==> config.mk <==
export PLATFORM = sky130hd
export DESIGN_NAME = dual_wheel_speed_pid
export DESIGN_NICKNAME = d
export VERILOG_FILES = /design/src/hw/rtl/dwsp_pkg.sv /design/src/hw/rtl/dual_wheel_speed_pid.sv /design/src/hw/rtl/dwsp_cfg.sv /design/src/hw/rtl/dwsp_mac.sv
export SDC_FILE = /design/constraint.sdc
export NUM_CORES = 2
export LEC_CHECK = 0
export BUFFER_PORTS_ARGS = -buffer_cell sky130_fd_sc_hd__buf_4
export CAP_MARGIN = 10
export CORE_MARGIN = 4
export CORE_UTILIZATION = 65
export CTS_BUF_LIST = sky130_fd_sc_hd__clkbuf_4 sky130_fd_sc_hd__clkbuf_8
export DETAILED_ROUTE_END_ITERATION = 10
export PLACE_DENSITY = 0.88
export SYNTH_ARGS = -nofsm -noshare
export SYNTH_HDL_FRONTEND = slang
export SYNTH_HIERARCHICAL = 1
export SYNTH_SLANG_ARGS = --single-unit
==> constraint.sdc <==
create_clock -name clk -period 8.93 [get_ports clk]
set_input_delay 0.4465 -clock clk [delete_from_list [all_inputs] [get_ports clk]]
set_output_delay 0.4465 -clock clk [all_outputs]
set_load 0.05 [all_outputs]
==> src/hw/rtl/dwsp_pkg.sv <==
// Package for the dual-wheel speed PID: register codes, config struct,
// sequencer states, MAC control struct and the 32-bit saturation helper.
// No dependencies.
`default_nettype none

package dwsp_pkg;

    localparam int FRAC_BITS  = 12;
    localparam int CFG_IDX_W  = 4;
    localparam int CFG_DATA_W = 24;
    localparam int PROD_W     = 48;
    localparam int SHIFT_W    = PROD_W - FRAC_BITS;
    localparam int ACC_W      = 38;

    typedef enum logic [CFG_IDX_W-1:0] {
        REG_KP         = 4'd0,
        REG_KI         = 4'd1,
        REG_KD         = 4'd2,
        REG_YAW_GAIN   = 4'd3,
        REG_YAW_LIMIT  = 4'd4,
        REG_HOME_STOP  = 4'd5,
        REG_STARTUP    = 4'd6,
        REG_HOME_SPEED = 4'd7
    } cfg_reg_t;

    localparam logic signed [15:0] RST_KP         = 16'sd492;
    localparam logic signed [15:0] RST_KI         = 16'sd0;
    localparam logic signed [15:0] RST_KD         = 16'sd0;
    localparam logic [11:0]        RST_YAW_GAIN   = 12'd410;
    localparam logic [14:0]        RST_YAW_LIMIT  = 15'd80;
    localparam logic [23:0]        RST_HOME_STOP  = 24'd1500;
    localparam logic [15:0]        RST_STARTUP    = 16'd50;
    localparam logic [14:0]        RST_HOME_SPEED = 15'd218;

    typedef struct packed {
        logic signed [15:0] kp;
        logic signed [15:0] ki;
        logic signed [15:0] kd;
        logic [11:0]        yaw_gain;
        logic [14:0]        yaw_limit;
        logic [23:0]        home_stop;
        logic [15:0]        startup_ticks;
        logic [14:0]        home_speed;
    } cfg_t;

    typedef struct packed {
        logic acc_clr;
        logic acc_add;
    } mac_ctl_t;

    typedef enum logic [3:0] {
        S_IDLE,
        S_PREP,
        S_YAW_MUL,
        S_YAW_ADD,
        S_ERR,
        S_SUM,
        S_MUL_P,
        S_MUL_I,
        S_MUL_D,
        S_ACC,
        S_DRIVE,
        S_OUT
    } state_t;

    function automatic logic signed [31:0] sat32(input logic signed [39:0] v);
        logic signed [31:0] r;
        if (v[39:31] != {9{v[39]}})
        begin
            r = v[39] ? 32'sh8000_0000 : 32'sh7FFF_FFFF;
        end
        else
        begin
            r = v[31:0];
        end
        return r;
    endfunction

endpackage

`default_nettype wire

==> src/hw/rtl/dual_wheel_speed_pid.sv <==
// Top level of the dual-wheel incremental PID speed controller: sequencer,
// wheel state and result register. Depends on dwsp_pkg, dwsp_cfg, dwsp_mac.
//
//  channel | signals                          | direction | transfer when
//  --------+----------------------------------+-----------+------------------------
//  in      | in_valid/in_ready, nine fields   | input     | in_valid & in_ready
//  out     | out_valid/out_ready, 3 fields    | output    | out_valid & out_ready
//  cfg     | cfg_valid/cfg_ready, index, data | input     | cfg_valid & cfg_ready
//
// An item with run set passes prep, yaw multiply and yaw add, then 7 steps per
// wheel on the one shared multiplier, before its result; run low goes straight to it.
// in_ready is high only while the sequencer is idle; the result sits in an
// output register so the next item can start while it waits.
// A stalled result only holds the sequencer at its final step.
// Reset loads the register defaults and clears all wheel state.
`default_nettype none

module dual_wheel_speed_pid (
    input  logic                                clk,
    input  logic                                rst_n,
    input  logic                                in_valid,
    output logic                                in_ready,
    input  logic signed [15:0]                  target_left,
    input  logic signed [15:0]                  target_right,
    input  logic signed [15:0]                  yaw_rate,
    input  logic signed [15:0]                  measured_left,
    input  logic signed [15:0]                  measured_right,
    input  logic [23:0]                         home_distance,
    input  logic                                in_home,
    input  logic [15:0]                         tick_count,
    input  logic                                run,
    output logic                                out_valid,
    input  logic                                out_ready,
    output logic signed [31:0]                  drive_left,
    output logic signed [31:0]                  drive_right,
    output logic                                updated,
    input  logic                                cfg_valid,
    output logic                                cfg_ready,
    input  logic [dwsp_pkg::CFG_IDX_W-1:0]      cfg_index,
    input  logic [dwsp_pkg::CFG_DATA_W-1:0]     cfg_data
);
    import dwsp_pkg::*;

    cfg_t     cfg;
    mac_ctl_t mac_ctl;
    state_t   state_reg;
    state_t   state_next;

    logic signed [15:0]        op_a;
    logic signed [31:0]        op_b;
    logic signed [SHIFT_W-1:0] prod_shift;
    logic signed [ACC_W-1:0]   acc;

    // latched item
    logic signed [15:0] tl_reg, tr_reg, yaw_reg, ml_reg, mr_reg;
    logic [23:0]        hd_reg;
    logic               home_reg;
    logic [15:0]        sc_reg;
    logic               run_reg;

    // working registers
    logic signed [15:0] tl_b_reg, tr_b_reg, y_c_reg;
    logic               yaw_on_reg;
    logic signed [16:0] set_l_reg, set_r_reg;
    logic signed [17:0] e_reg;
    logic signed [18:0] de_reg;
    logic               wheel_sel_reg;

    // wheel state, index 0 left, 1 right
    logic signed [17:0] prev_err_reg [2];
    logic signed [31:0] err_sum_reg  [2];
    logic signed [31:0] drive_reg    [2];

    logic               out_valid_reg;
    logic signed [31:0] drive_left_reg, drive_right_reg;
    logic               updated_reg;

    // combinational helpers
    logic signed [16:0] y_ext, lim_pos, lim_neg;
    logic signed [15:0] y_clamp;
    logic signed [15:0] yaw_t;
    logic signed [16:0] set_sel;
    logic signed [15:0] meas_sel;
    logic signed [32:0] sum_wide;
    logic signed [39:0] drive_wide;
    logic               load_out;

    dwsp_cfg u_cfg (
        .clk       (clk),
        .rst_n     (rst_n),
        .cfg_valid (cfg_valid),
        .cfg_ready (cfg_ready),
        .cfg_index (cfg_index),
        .cfg_data  (cfg_data),
        .cfg       (cfg)
    );

    dwsp_mac u_mac (
        .clk        (clk),
        .rst_n      (rst_n),
        .ctl        (mac_ctl),
        .op_a       (op_a),
        .op_b       (op_b),
        .prod_shift (prod_shift),
        .acc        (acc)
    );

    assign in_ready    = (state_reg == S_IDLE);
    assign out_valid   = out_valid_reg;
    assign drive_left  = drive_left_reg;
    assign drive_right = drive_right_reg;
    assign updated     = updated_reg;

    assign load_out = (state_reg == S_OUT) && (!out_valid_reg || out_ready);

    always_comb
    begin
        y_ext   = {yaw_reg[15], yaw_reg};
        lim_pos = {2'b00, cfg.yaw_limit};
        lim_neg = -lim_pos;
        if (y_ext > lim_pos)
        begin
            y_clamp = lim_pos[15:0];
        end
        else if (y_ext < lim_neg)
        begin
            y_clamp = lim_neg[15:0];
        end
        else
        begin
            y_clamp = yaw_reg;
        end
        yaw_t      = yaw_on_reg ? prod_shift[15:0] : 16'sd0;
        set_sel    = wheel_sel_reg ? set_r_reg : set_l_reg;
        meas_sel   = wheel_sel_reg ? mr_reg : ml_reg;
        sum_wide   = {err_sum_reg[wheel_sel_reg][31], err_sum_reg[wheel_sel_reg]}
                   + {{15{e_reg[17]}}, e_reg};
        drive_wide = {{8{drive_reg[wheel_sel_reg][31]}}, drive_reg[wheel_sel_reg]}
                   + {{(40-ACC_W){acc[ACC_W-1]}}, acc};
    end

    // sequencer: next state, multiplier operands, accumulator control
    always_comb
    begin
        state_next      = state_reg;
        op_a            = '0;
        op_b            = '0;
        mac_ctl.acc_clr = 1'b0;
        mac_ctl.acc_add = 1'b0;
        unique case (state_reg)
            S_IDLE:
            begin
                if (in_valid)
                begin
                    state_next = run ? S_PREP : S_OUT;
                end
            end
            S_PREP:    state_next = S_YAW_MUL;
            S_YAW_MUL:
            begin
                op_a       = {4'b0000, cfg.yaw_gain};
                op_b       = {{16{y_c_reg[15]}}, y_c_reg};
                state_next = S_YAW_ADD;
            end
            S_YAW_ADD: state_next = S_ERR;
            S_ERR:     state_next = S_SUM;
            S_SUM:     state_next = S_MUL_P;
            S_MUL_P:
            begin
                op_a            = cfg.kp;
                op_b            = {{14{e_reg[17]}}, e_reg};
                mac_ctl.acc_clr = 1'b1;
                state_next      = S_MUL_I;
            end
            S_MUL_I:
            begin
                op_a            = cfg.ki;
                op_b            = err_sum_reg[wheel_sel_reg];
                mac_ctl.acc_add = 1'b1;
                state_next      = S_MUL_D;
            end
            S_MUL_D:
            begin
                op_a            = cfg.kd;
                op_b            = {{13{de_reg[18]}}, de_reg};
                mac_ctl.acc_add = 1'b1;
                state_next      = S_ACC;
            end
            S_ACC:
            begin
                mac_ctl.acc_add = 1'b1;
                state_next      = S_DRIVE;
            end
            S_DRIVE:   state_next = wheel_sel_reg ? S_OUT : S_ERR;
            S_OUT:
            begin
                if (load_out)
                begin
                    state_next = S_IDLE;
                end
            end
            default:   state_next = S_IDLE;
        endcase
    end

    always_ff @(posedge clk or negedge rst_n)
    begin
        if (!rst_n)
        begin
            state_reg <= S_IDLE;
        end
        else
        begin
            state_reg <= state_next;
        end
    end

    // item latch and working values
    always_ff @(posedge clk)
    begin
        if (in_valid && in_ready)
        begin
            tl_reg   <= target_left;
            tr_reg   <= target_right;
            yaw_reg  <= yaw_rate;
            ml_reg   <= measured_left;
            mr_reg   <= measured_right;
            hd_reg   <= home_distance;
            home_reg <= in_home;
            sc_reg   <= tick_count;
            run_reg  <= run;
        end
        if (state_reg == S_PREP)
        begin
            y_c_reg <= y_clamp;
            if (hd_reg >= cfg.home_stop)
            begin
                tl_b_reg <= '0;
                tr_b_reg <= '0;
            end
            else if (home_reg)
            begin
                tl_b_reg <= '0;
                tr_b_reg <= {1'b0, cfg.home_speed};
            end
            else
            begin
                tl_b_reg <= tl_reg;
                tr_b_reg <= tr_reg;
            end
            yaw_on_reg <= (hd_reg < cfg.home_stop) && !home_reg
                          && (sc_reg > cfg.startup_ticks);
        end
        if (state_reg == S_YAW_ADD)
        begin
            set_l_reg <= {tl_b_reg[15], tl_b_reg} + {yaw_t[15], yaw_t};
            set_r_reg <= {tr_b_reg[15], tr_b_reg} - {yaw_t[15], yaw_t};
        end
        if (state_reg == S_ERR)
        begin
            e_reg <= {set_sel[16], set_sel} - {{2{meas_sel[15]}}, meas_sel};
        end
        if (state_reg == S_SUM)
        begin
            de_reg <= {e_reg[17], e_reg}
                      - {prev_err_reg[wheel_sel_reg][17], prev_err_reg[wheel_sel_reg]};
        end
        if (load_out)
        begin
            drive_left_reg  <= drive_reg[0];
            drive_right_reg <= drive_reg[1];
            updated_reg     <= run_reg;
        end
    end

    // wheel state and control flags
    always_ff @(posedge clk or negedge rst_n)
    begin
        if (!rst_n)
        begin
            wheel_sel_reg <= 1'b0;
            out_valid_reg <= 1'b0;
            for (int i = 0; i < 2; i++)
            begin
                prev_err_reg[i] <= '0;
                err_sum_reg[i]  <= '0;
                drive_reg[i]    <= '0;
            end
        end
        else
        begin
            if (state_reg == S_YAW_ADD)
            begin
                wheel_sel_reg <= 1'b0;
            end
            if (state_reg == S_SUM)
            begin
                err_sum_reg[wheel_sel_reg]  <= sat32({{7{sum_wide[32]}}, sum_wide});
                prev_err_reg[wheel_sel_reg] <= e_reg;
            end
            if (state_reg == S_DRIVE)
            begin
                drive_reg[wheel_sel_reg] <= sat32(drive_wide);
                wheel_sel_reg            <= 1'b1;
            end
            if (load_out)
            begin
                out_valid_reg <= 1'b1;
            end
            else if (out_ready)
            begin
                out_valid_reg <= 1'b0;
            end
        end
    end

    a_run_low_skips: assert property (@(posedge clk) disable iff (!rst_n)
        in_valid && in_ready && !run |=> state_reg == S_OUT)
        else $error("run-low item did not go straight to result");

    a_left_first: assert property (@(posedge clk) disable iff (!rst_n)
        state_reg == S_YAW_ADD |=> !wheel_sel_reg)
        else $error("wheel select not on left after yaw step");

    a_right_last: assert property (@(posedge clk) disable iff (!rst_n)
        state_reg == S_DRIVE && wheel_sel_reg |=> state_reg == S_OUT)
        else $error("right wheel drive update not followed by result");

    a_one_at_a_time: assert property (@(posedge clk) disable iff (!rst_n)
        in_valid && in_ready |=> !in_ready)
        else $error("second item taken while busy");

endmodule

`default_nettype wire

==> src/hw/rtl/dwsp_cfg.sv <==
// Configuration register file for the dual-wheel speed PID.
// Depends on dwsp_pkg.
`default_nettype none

module dwsp_cfg (
    input  logic                                clk,
    input  logic                                rst_n,
    input  logic                                cfg_valid,
    output logic                                cfg_ready,
    input  logic [dwsp_pkg::CFG_IDX_W-1:0]      cfg_index,
    input  logic [dwsp_pkg::CFG_DATA_W-1:0]     cfg_data,
    output dwsp_pkg::cfg_t                      cfg
);
    import dwsp_pkg::*;

    cfg_t cfg_reg;
    cfg_t cfg_next;

    assign cfg_ready = 1'b1;
    assign cfg      = cfg_reg;

    always_comb
    begin
        cfg_next = cfg_reg;
        if (cfg_valid)
        begin
            unique case (cfg_index)
                REG_KP:         cfg_next.kp            = cfg_data[15:0];
                REG_KI:         cfg_next.ki            = cfg_data[15:0];
                REG_KD:         cfg_next.kd            = cfg_data[15:0];
                REG_YAW_GAIN:   cfg_next.yaw_gain      = cfg_data[11:0];
                REG_YAW_LIMIT:  cfg_next.yaw_limit     = cfg_data[14:0];
                REG_HOME_STOP:  cfg_next.home_stop     = cfg_data[23:0];
                REG_STARTUP:    cfg_next.startup_ticks = cfg_data[15:0];
                REG_HOME_SPEED: cfg_next.home_speed    = cfg_data[14:0];
                default:        cfg_next = cfg_reg;
            endcase
        end
    end

    always_ff @(posedge clk or negedge rst_n)
    begin
        if (!rst_n)
        begin
            cfg_reg.kp            <= RST_KP;
            cfg_reg.ki            <= RST_KI;
            cfg_reg.kd            <= RST_KD;
            cfg_reg.yaw_gain      <= RST_YAW_GAIN;
            cfg_reg.yaw_limit     <= RST_YAW_LIMIT;
            cfg_reg.home_stop     <= RST_HOME_STOP;
            cfg_reg.startup_ticks <= RST_STARTUP;
            cfg_reg.home_speed    <= RST_HOME_SPEED;
        end
        else
        begin
            cfg_reg <= cfg_next;
        end
    end

endmodule

`default_nettype wire

==> src/hw/rtl/dwsp_mac.sv <==
// Shared multiply-accumulate unit: registered 16x32 signed product,
// Q12 arithmetic shift and a wide accumulator. Depends on dwsp_pkg.
`default_nettype none

module dwsp_mac (
    input  logic                                   clk,
    input  logic                                   rst_n,
    input  dwsp_pkg::mac_ctl_t                     ctl,
    input  logic signed [15:0]                     op_a,
    input  logic signed [31:0]                     op_b,
    output logic signed [dwsp_pkg::SHIFT_W-1:0]    prod_shift,
    output logic signed [dwsp_pkg::ACC_W-1:0]      acc
);
    import dwsp_pkg::*;

    logic signed [PROD_W-1:0] prod_reg;
    logic signed [ACC_W-1:0]  acc_reg;
    logic signed [ACC_W-1:0]  acc_next;
    logic signed [ACC_W-1:0]  addend;

    always_ff @(posedge clk)
    begin
        prod_reg <= op_a * op_b;
    end

    // drop the fraction bits: floor shift of the product
    assign prod_shift = prod_reg[PROD_W-1:FRAC_BITS];

    always_comb
    begin
        addend   = ctl.acc_add ? {{(ACC_W-SHIFT_W){prod_shift[SHIFT_W-1]}}, prod_shift}
                               : '0;
        acc_next = (ctl.acc_clr ? '0 : acc_reg) + addend;
    end

    always_ff @(posedge clk or negedge rst_n)
    begin
        if (!rst_n)
        begin
            acc_reg <= '0;
        end
        else
        begin
            acc_reg <= acc_next;
        end
    end

    assign acc = acc_reg;

endmodule

`default_nettype wire
# == Yosys cells after proc, flatten, opt, wreduce, memory -nomap -nowiden ==
# Cells that the tools add are included.
# totals
register_bits,693
out_inout_bits,68
# op_classes
addsub,8
multipliers,1
magnitude_cmp,7
eq_ne,22
n_mux,43
n_bitwise,1
reduce_logical,23
# ops
operator,n
$mux W32,13
$bwmux W64,2
$pmux W32 S4,1
$mux W38,2
$mux W18,4
$pmux W16 S4,1
$mul A16 B32 Y48,1
$mux W16,3
$pmux W4 S12,1
$add A32 B38 Y39,1
$add A38 B38 Y38,1
$bwmux W36,1
$add A32 B18 Y33,1
$demux W32 S1,1
$eq A4 B3 Y1 const B,8
$gt A16 B16 Y1,2
$mux W15,2
$ge A24 B24 Y1,1
$lt A24 B24 Y1,1
$sub A18 B18 Y19,1
$demux W18 S1,1
$reduce_and A2 Y1,9
$sub A17 B16 Y18,1
$add A16 B16 Y17,1
other kinds (22),45

# == Longest topological paths before layout ==
# logic_depth
ltp_word,9
depth_mapped,31
mapped_depth_nobuf,28

# == Hierarchy ==
# The synthesis kept the hierarchy.
# modules_own_cells
module,n_inst,cells_per_inst,area_each_um2,seq_area_each_um2
dual_wheel_speed_pid,1,2586,27996.9,13472.9
dwsp_mac,1,2356,21232.9,1671.6
dwsp_cfg,1,286,4998.5,3288.2

# == Worst setup path before layout ==
# OpenSTA, ideal clock, no wires.
# synth_path
path_kind,reg-to-reg
from,register state_reg[0]
to,register u_mac.prod_reg[47]
t_arrival_ps,7749
required_ps,8802
slack_ps,1053
stages_incl_launch_ff,31
n_path_buf,3
period_less_slack_ps,7877
path_cell_list,dfrtp_1 -> nand2b_1 -> clkbuf_1 -> nor3_1 -> nand2_1 -> a21boi_0 -> a21boi_0 -> clkbuf_1 -> nand2_1 -> clkbuf_1 -> nand2_1 -> fa_1 -> inv_1 -> fa_1 -> inv_1 -> fa_1 -> inv_1 -> fa_1 -> fa_1 -> inv_1 -> fa_1 -> inv_1 -> ha_1 -> a21o_1 -> a21o_1 -> nand2b_1 -> o31a_1 -> o21a_1 -> o41a_2 -> mux2i_1 -> nand4_1
# synth_between
elab_chain_len,3
elab_cells_between_ends,7
# synth_rtl
element,line,source
"start, declared",dual_wheel_speed_pid.sv:46,state_t state_reg;
"start signal, assigned",dual_wheel_speed_pid.sv:214,state_reg <= state_next;
"$eq A4 B4 Y1, or another cell as far along",dual_wheel_speed_pid.sv:150,unique case (state_reg)
$pmux W32 S4 *,dual_wheel_speed_pid.sv:150,
via op_b[29],dual_wheel_speed_pid.sv:50,logic signed [31:0] op_b;
$mul A16 B32 Y48 *,dwsp_mac.sv:23,prod_reg <= op_a * op_b;
"end signal, assigned",dwsp_mac.sv:23,
"end, declared",dwsp_mac.sv:16,logic signed [PROD_W-1:0] prod_reg;
# Mark *: on every way through the listed nets, which the timed path passes. The rest lies on a longest branch.
# A chain may end at the register's enable or synchronous reset.

# == Worst setup path after layout ==
# Ends and elaborated chain as after synthesis.

==> results.py <==
metrics = {
    "synth": {
        "synth-edff-count": 307,
        "synth.distinct_cells": 103,
        "synth-main-ff-cell": "dfrtp_1",
        "netlist_instances": 5228,
        "synth_fp_nets": 6232,
        "syn_avg_cell_area_um2": 10.4,
        "syn_area_mm2": 0.0542,
        "ys_ff_latch": 681,
        "ys_warn_count": 6,
        "synthArstFlopShare": 0.496,
        "seq_area_frac_synth": 0.340,
    },
    "route": {
        "avgViaCountPerCell": 6.17,
        "vias": 41600,
        "post_drt_wl_per_cell_um": 22.3,
        "antenna_left": 0,
        "drcViolationCount": 0,
        "drt_first_pass_iters": 6,
        "wirelength_um": 150000,
        "drtIter0Drc": 4318,
    },
    "worst_hold_path": {
        "min-delay-start": "cfg_data[5]",
        "min_path_type": "input pin to flip-flop",
        "hold_depth": 2,
    },
    "grt": {
        "grtUsageTotal": 0.340,
        "grt_pass1_wl_um": 238000,
        "grt_start_max_net_pins": 90,
        "overflow": 0,
        "antenna_found_initial": 9,
        "grt_pass1_vias": 43900,
    },
    "worst_setup_path": {
        "crit_type": "flip-flop to flip-flop",
        "endpoint_kind": "flip-flop",
        "crit_slowest_cell": "a221o_1",
        "critPathLaunch": "state_reg[0]$_DFFE_PN0P_",
        "cp.depth": 25,
        "crit_fanout": 27,
        "cpLargestDelayFamily": "adder cells",
        "critPathLaunchType": "flip-flop",
        "crit_arrival_ps": 9330,
        "crit_path_frequent_cell": "fa_1",
        "rr_worst_depth": 25,
        "critPathBufInv": 4,
        "cpPeakStageDelay_ps": 640,
        "required_ps": 9580,
        "r2r_start": "state_reg[0]$_DFFE_PN0P_",
    },
    "placement": {
        "gp_congestion": 0.969,
        "portBuffers": 221,
        "dp_hpwl_um": 107000,
    },
    "pwr": {
        "irDropWorstVdd_mv": 0.214,
        "power.density_mw_per_mm2": 330,
        "p_leak_nw": 28.4,
    },
    "clocking": {
        "clock_sinks": 681,
        "numCtsBuffers": 109,
        "clock_latency_ps": 810,
        "clkTransAtPathRegs_ps": 80,
        "cts-root-buf": "clkbuf_8",
        "clock_path_buffers": 3,
        "htreeDepth": 3,
        "cts_tree": "built",
    },
    "run": {
        "drv_cap": 0,
    },
    "floorplan": {
        "start_util": 0.658,
        "pin_count": 223,
        "die_h_um": 297,
        "die_w_um": 297,
        "die_area_mm2": 0.0881,
        "rows": 105,
        "core_area_mm2": 0.0824,
    },
    "outcome": {
        "status": "finished clean",
    },
    "sta": {
        "finalHoldViolCount": 0,
        "rsz0062_at_grt": "false",
        "worstMarginPinSlew_ps": 1230,
        "maxSlewHeadroom": 0.178,
        "setup_viol": 0,
        "fin_crit_sh": 0.971,
        "max_freq_ghz": 0.115,
        "skew_ps": 88.2,
        "tns_ps": 0,
        "fin_crit_ps": 8670,
        "drv_slew": 0,
        "hold_ws_ps": 53.7,
    },
    "final_layout": {
        "multiInputGateArea_mm2": 0.0324,
        "synthToLayoutAreaGrowth_pct": 12.3,
        "layout-drive-gt1-share": 0.153,
        "regArea_mm2": 0.0184,
        "mostFrequentLayoutCells": "inv_1, nand2_1, fa_1, ha_1, dfrtp_1",
        "fillerInstances": 5194,
        "largest_reg_flops": 130,
        "final_common_cell": "inv_1",
        "nNetsFinal": 6580,
    },
}
## worst reg2reg max path, delay by kind of cell, from the launching register on
kind | cells | cell delay [ps]
AOI/OAI and AO/OA | 6 | 2130
adders and majority gates | 7 | 3430
buffers and inverters | 4 | 580
DFF | 1 | 420
muxes | 1 | 200
and+or+nand+nor | 7 | 1830
## metrics by stage
step	utilization	std cells	total power [mW]	worst slack, ps	area, um^2
finish	0.739	6746	20.1	257	60900
global placement	0.693	6391	16.1	547	57100
floorplan	-	5228	13.5	1050	54200
CTS	0.738	6736	19.6	198	60800
detailed placement	0.693	6391	16.7	182	57100
global route	0.739	6743	21.5	28.6	60900
## report_power, final
group / switching (mW) / internal (mW) / leakage [nW]
combinational: 7.37 / 4.71 / 20.0
sequential: 0.670 / 4.46 / 7.25
clock: 1.35 / 1.52 / 1.23
## metal layers
| metal | GRT usage | share of wire |
|---|---|---|
| met5 | 0 | 0.00040 |
| met4 | 0.156 | 0.050 |
| met3 | 0.107 | 0.12 |
| met2 | 0.552 | 0.47 |
| met1 | 0.419 | 0.37 |
## final timing paths
| path | slack (ps) | to |
|---|---|---|
| max | 260 | u_mac/prod_reg[47]$_DFF_P_ |
| min | 50 | u_cfg/cfg[5]$_DFFE_PN0P_ |
| max reg2reg | 260 | u_mac/prod_reg[47]$_DFF_P_ |
| min reg2reg | 430 | updated$_DFFE_PP_ |
| max in group asynchronous | 6440 | drive_reg[24]$_DFFE_PN0P_ |
| min in group asynchronous | 210 | u_cfg/cfg[42]$_DFFE_PN0P_ |
## logic make-up after synthesis
family | after synthesis | synth area share
adders and majority gates | 849 | 0.264
AOI/OAI and AO/OA | 853 | 0.110
DFF | 681 | 0.340
other | 1 | 0.0000692
buffers and inverters | 918 | 0.0652
and+or+nand+nor | 1426 | 0.127
xor gates and xnor gates | 174 | 0.0281
muxes | 326 | 0.0661
## synthesized netlist by cell type, types with 16 or more instances
| cell type | instances | area share |
|---|---|---|
| dfxtp_1 | 36 | 0.013 |
| dfrtp_1 | 310 | 0.14 |
| o21ai_0 | 145 | 0.013 |
| and2_1 | 260 | 0.030 |
| a21o_1 | 77 | 0.011 |
| nor2b_1 | 73 | 0.0084 |
| a22oi_1 | 50 | 0.0069 |
| nor3b_1 | 22 | 0.0030 |
| nor3_1 | 61 | 0.0056 |
| nand3_1 | 61 | 0.0056 |
| o21a_1 | 62 | 0.0086 |
| o21bai_1 | 24 | 0.0033 |
| o211ai_1 | 18 | 0.0025 |
| nand4_1 | 29 | 0.0033 |
| nand2b_1 | 29 | 0.0033 |
| edfxtp_1 | 307 | 0.17 |
| nand2_1 | 501 | 0.035 |
| fa_1 | 492 | 0.18 |
| mux2_2 | 256 | 0.053 |
| xor2_1 | 52 | 0.0084 |
| o2bb2ai_1 | 16 | 0.0026 |
| a21oi_1 | 201 | 0.019 |
| a211oi_1 | 35 | 0.0048 |
| ha_1 | 357 | 0.082 |
| nor2_1 | 297 | 0.021 |
| clkbuf_1 | 186 | 0.013 |
| a221o_1 | 55 | 0.010 |
| and3_1 | 17 | 0.0020 |
| xnor2_1 | 122 | 0.020 |
| a31oi_1 | 22 | 0.0025 |
| dfstp_2 | 28 | 0.014 |
| or3_1 | 31 | 0.0036 |
| mux2i_1 | 68 | 0.013 |
| inv_1 | 704 | 0.049 |
## layout make-up
| class | count | share of cell area |
|---|---|---|
| multi-input combinational | 3629 | 0.532 |
| inverter | 705 | 0.0435 |
| sequential | 681 | 0.303 |
| tap | 1070 | 0.0220 |
| clock inverter | 41 | 0.00536 |
| antenna | 5 | 0.000205 |
| timing repair buffer | 450 | 0.0621 |
| clock buffer | 165 | 0.0324 |
## repair_timing
item | in CTS | in global routing
setup buffers | 0 | 5
setup endpoints to repair | 0 | 8
hold buffers | 139 | 0
endpoints found under the hold margin | 239 | 0
gates resized for setup | 0 | 8
Power figures use the tool's default switching activity.
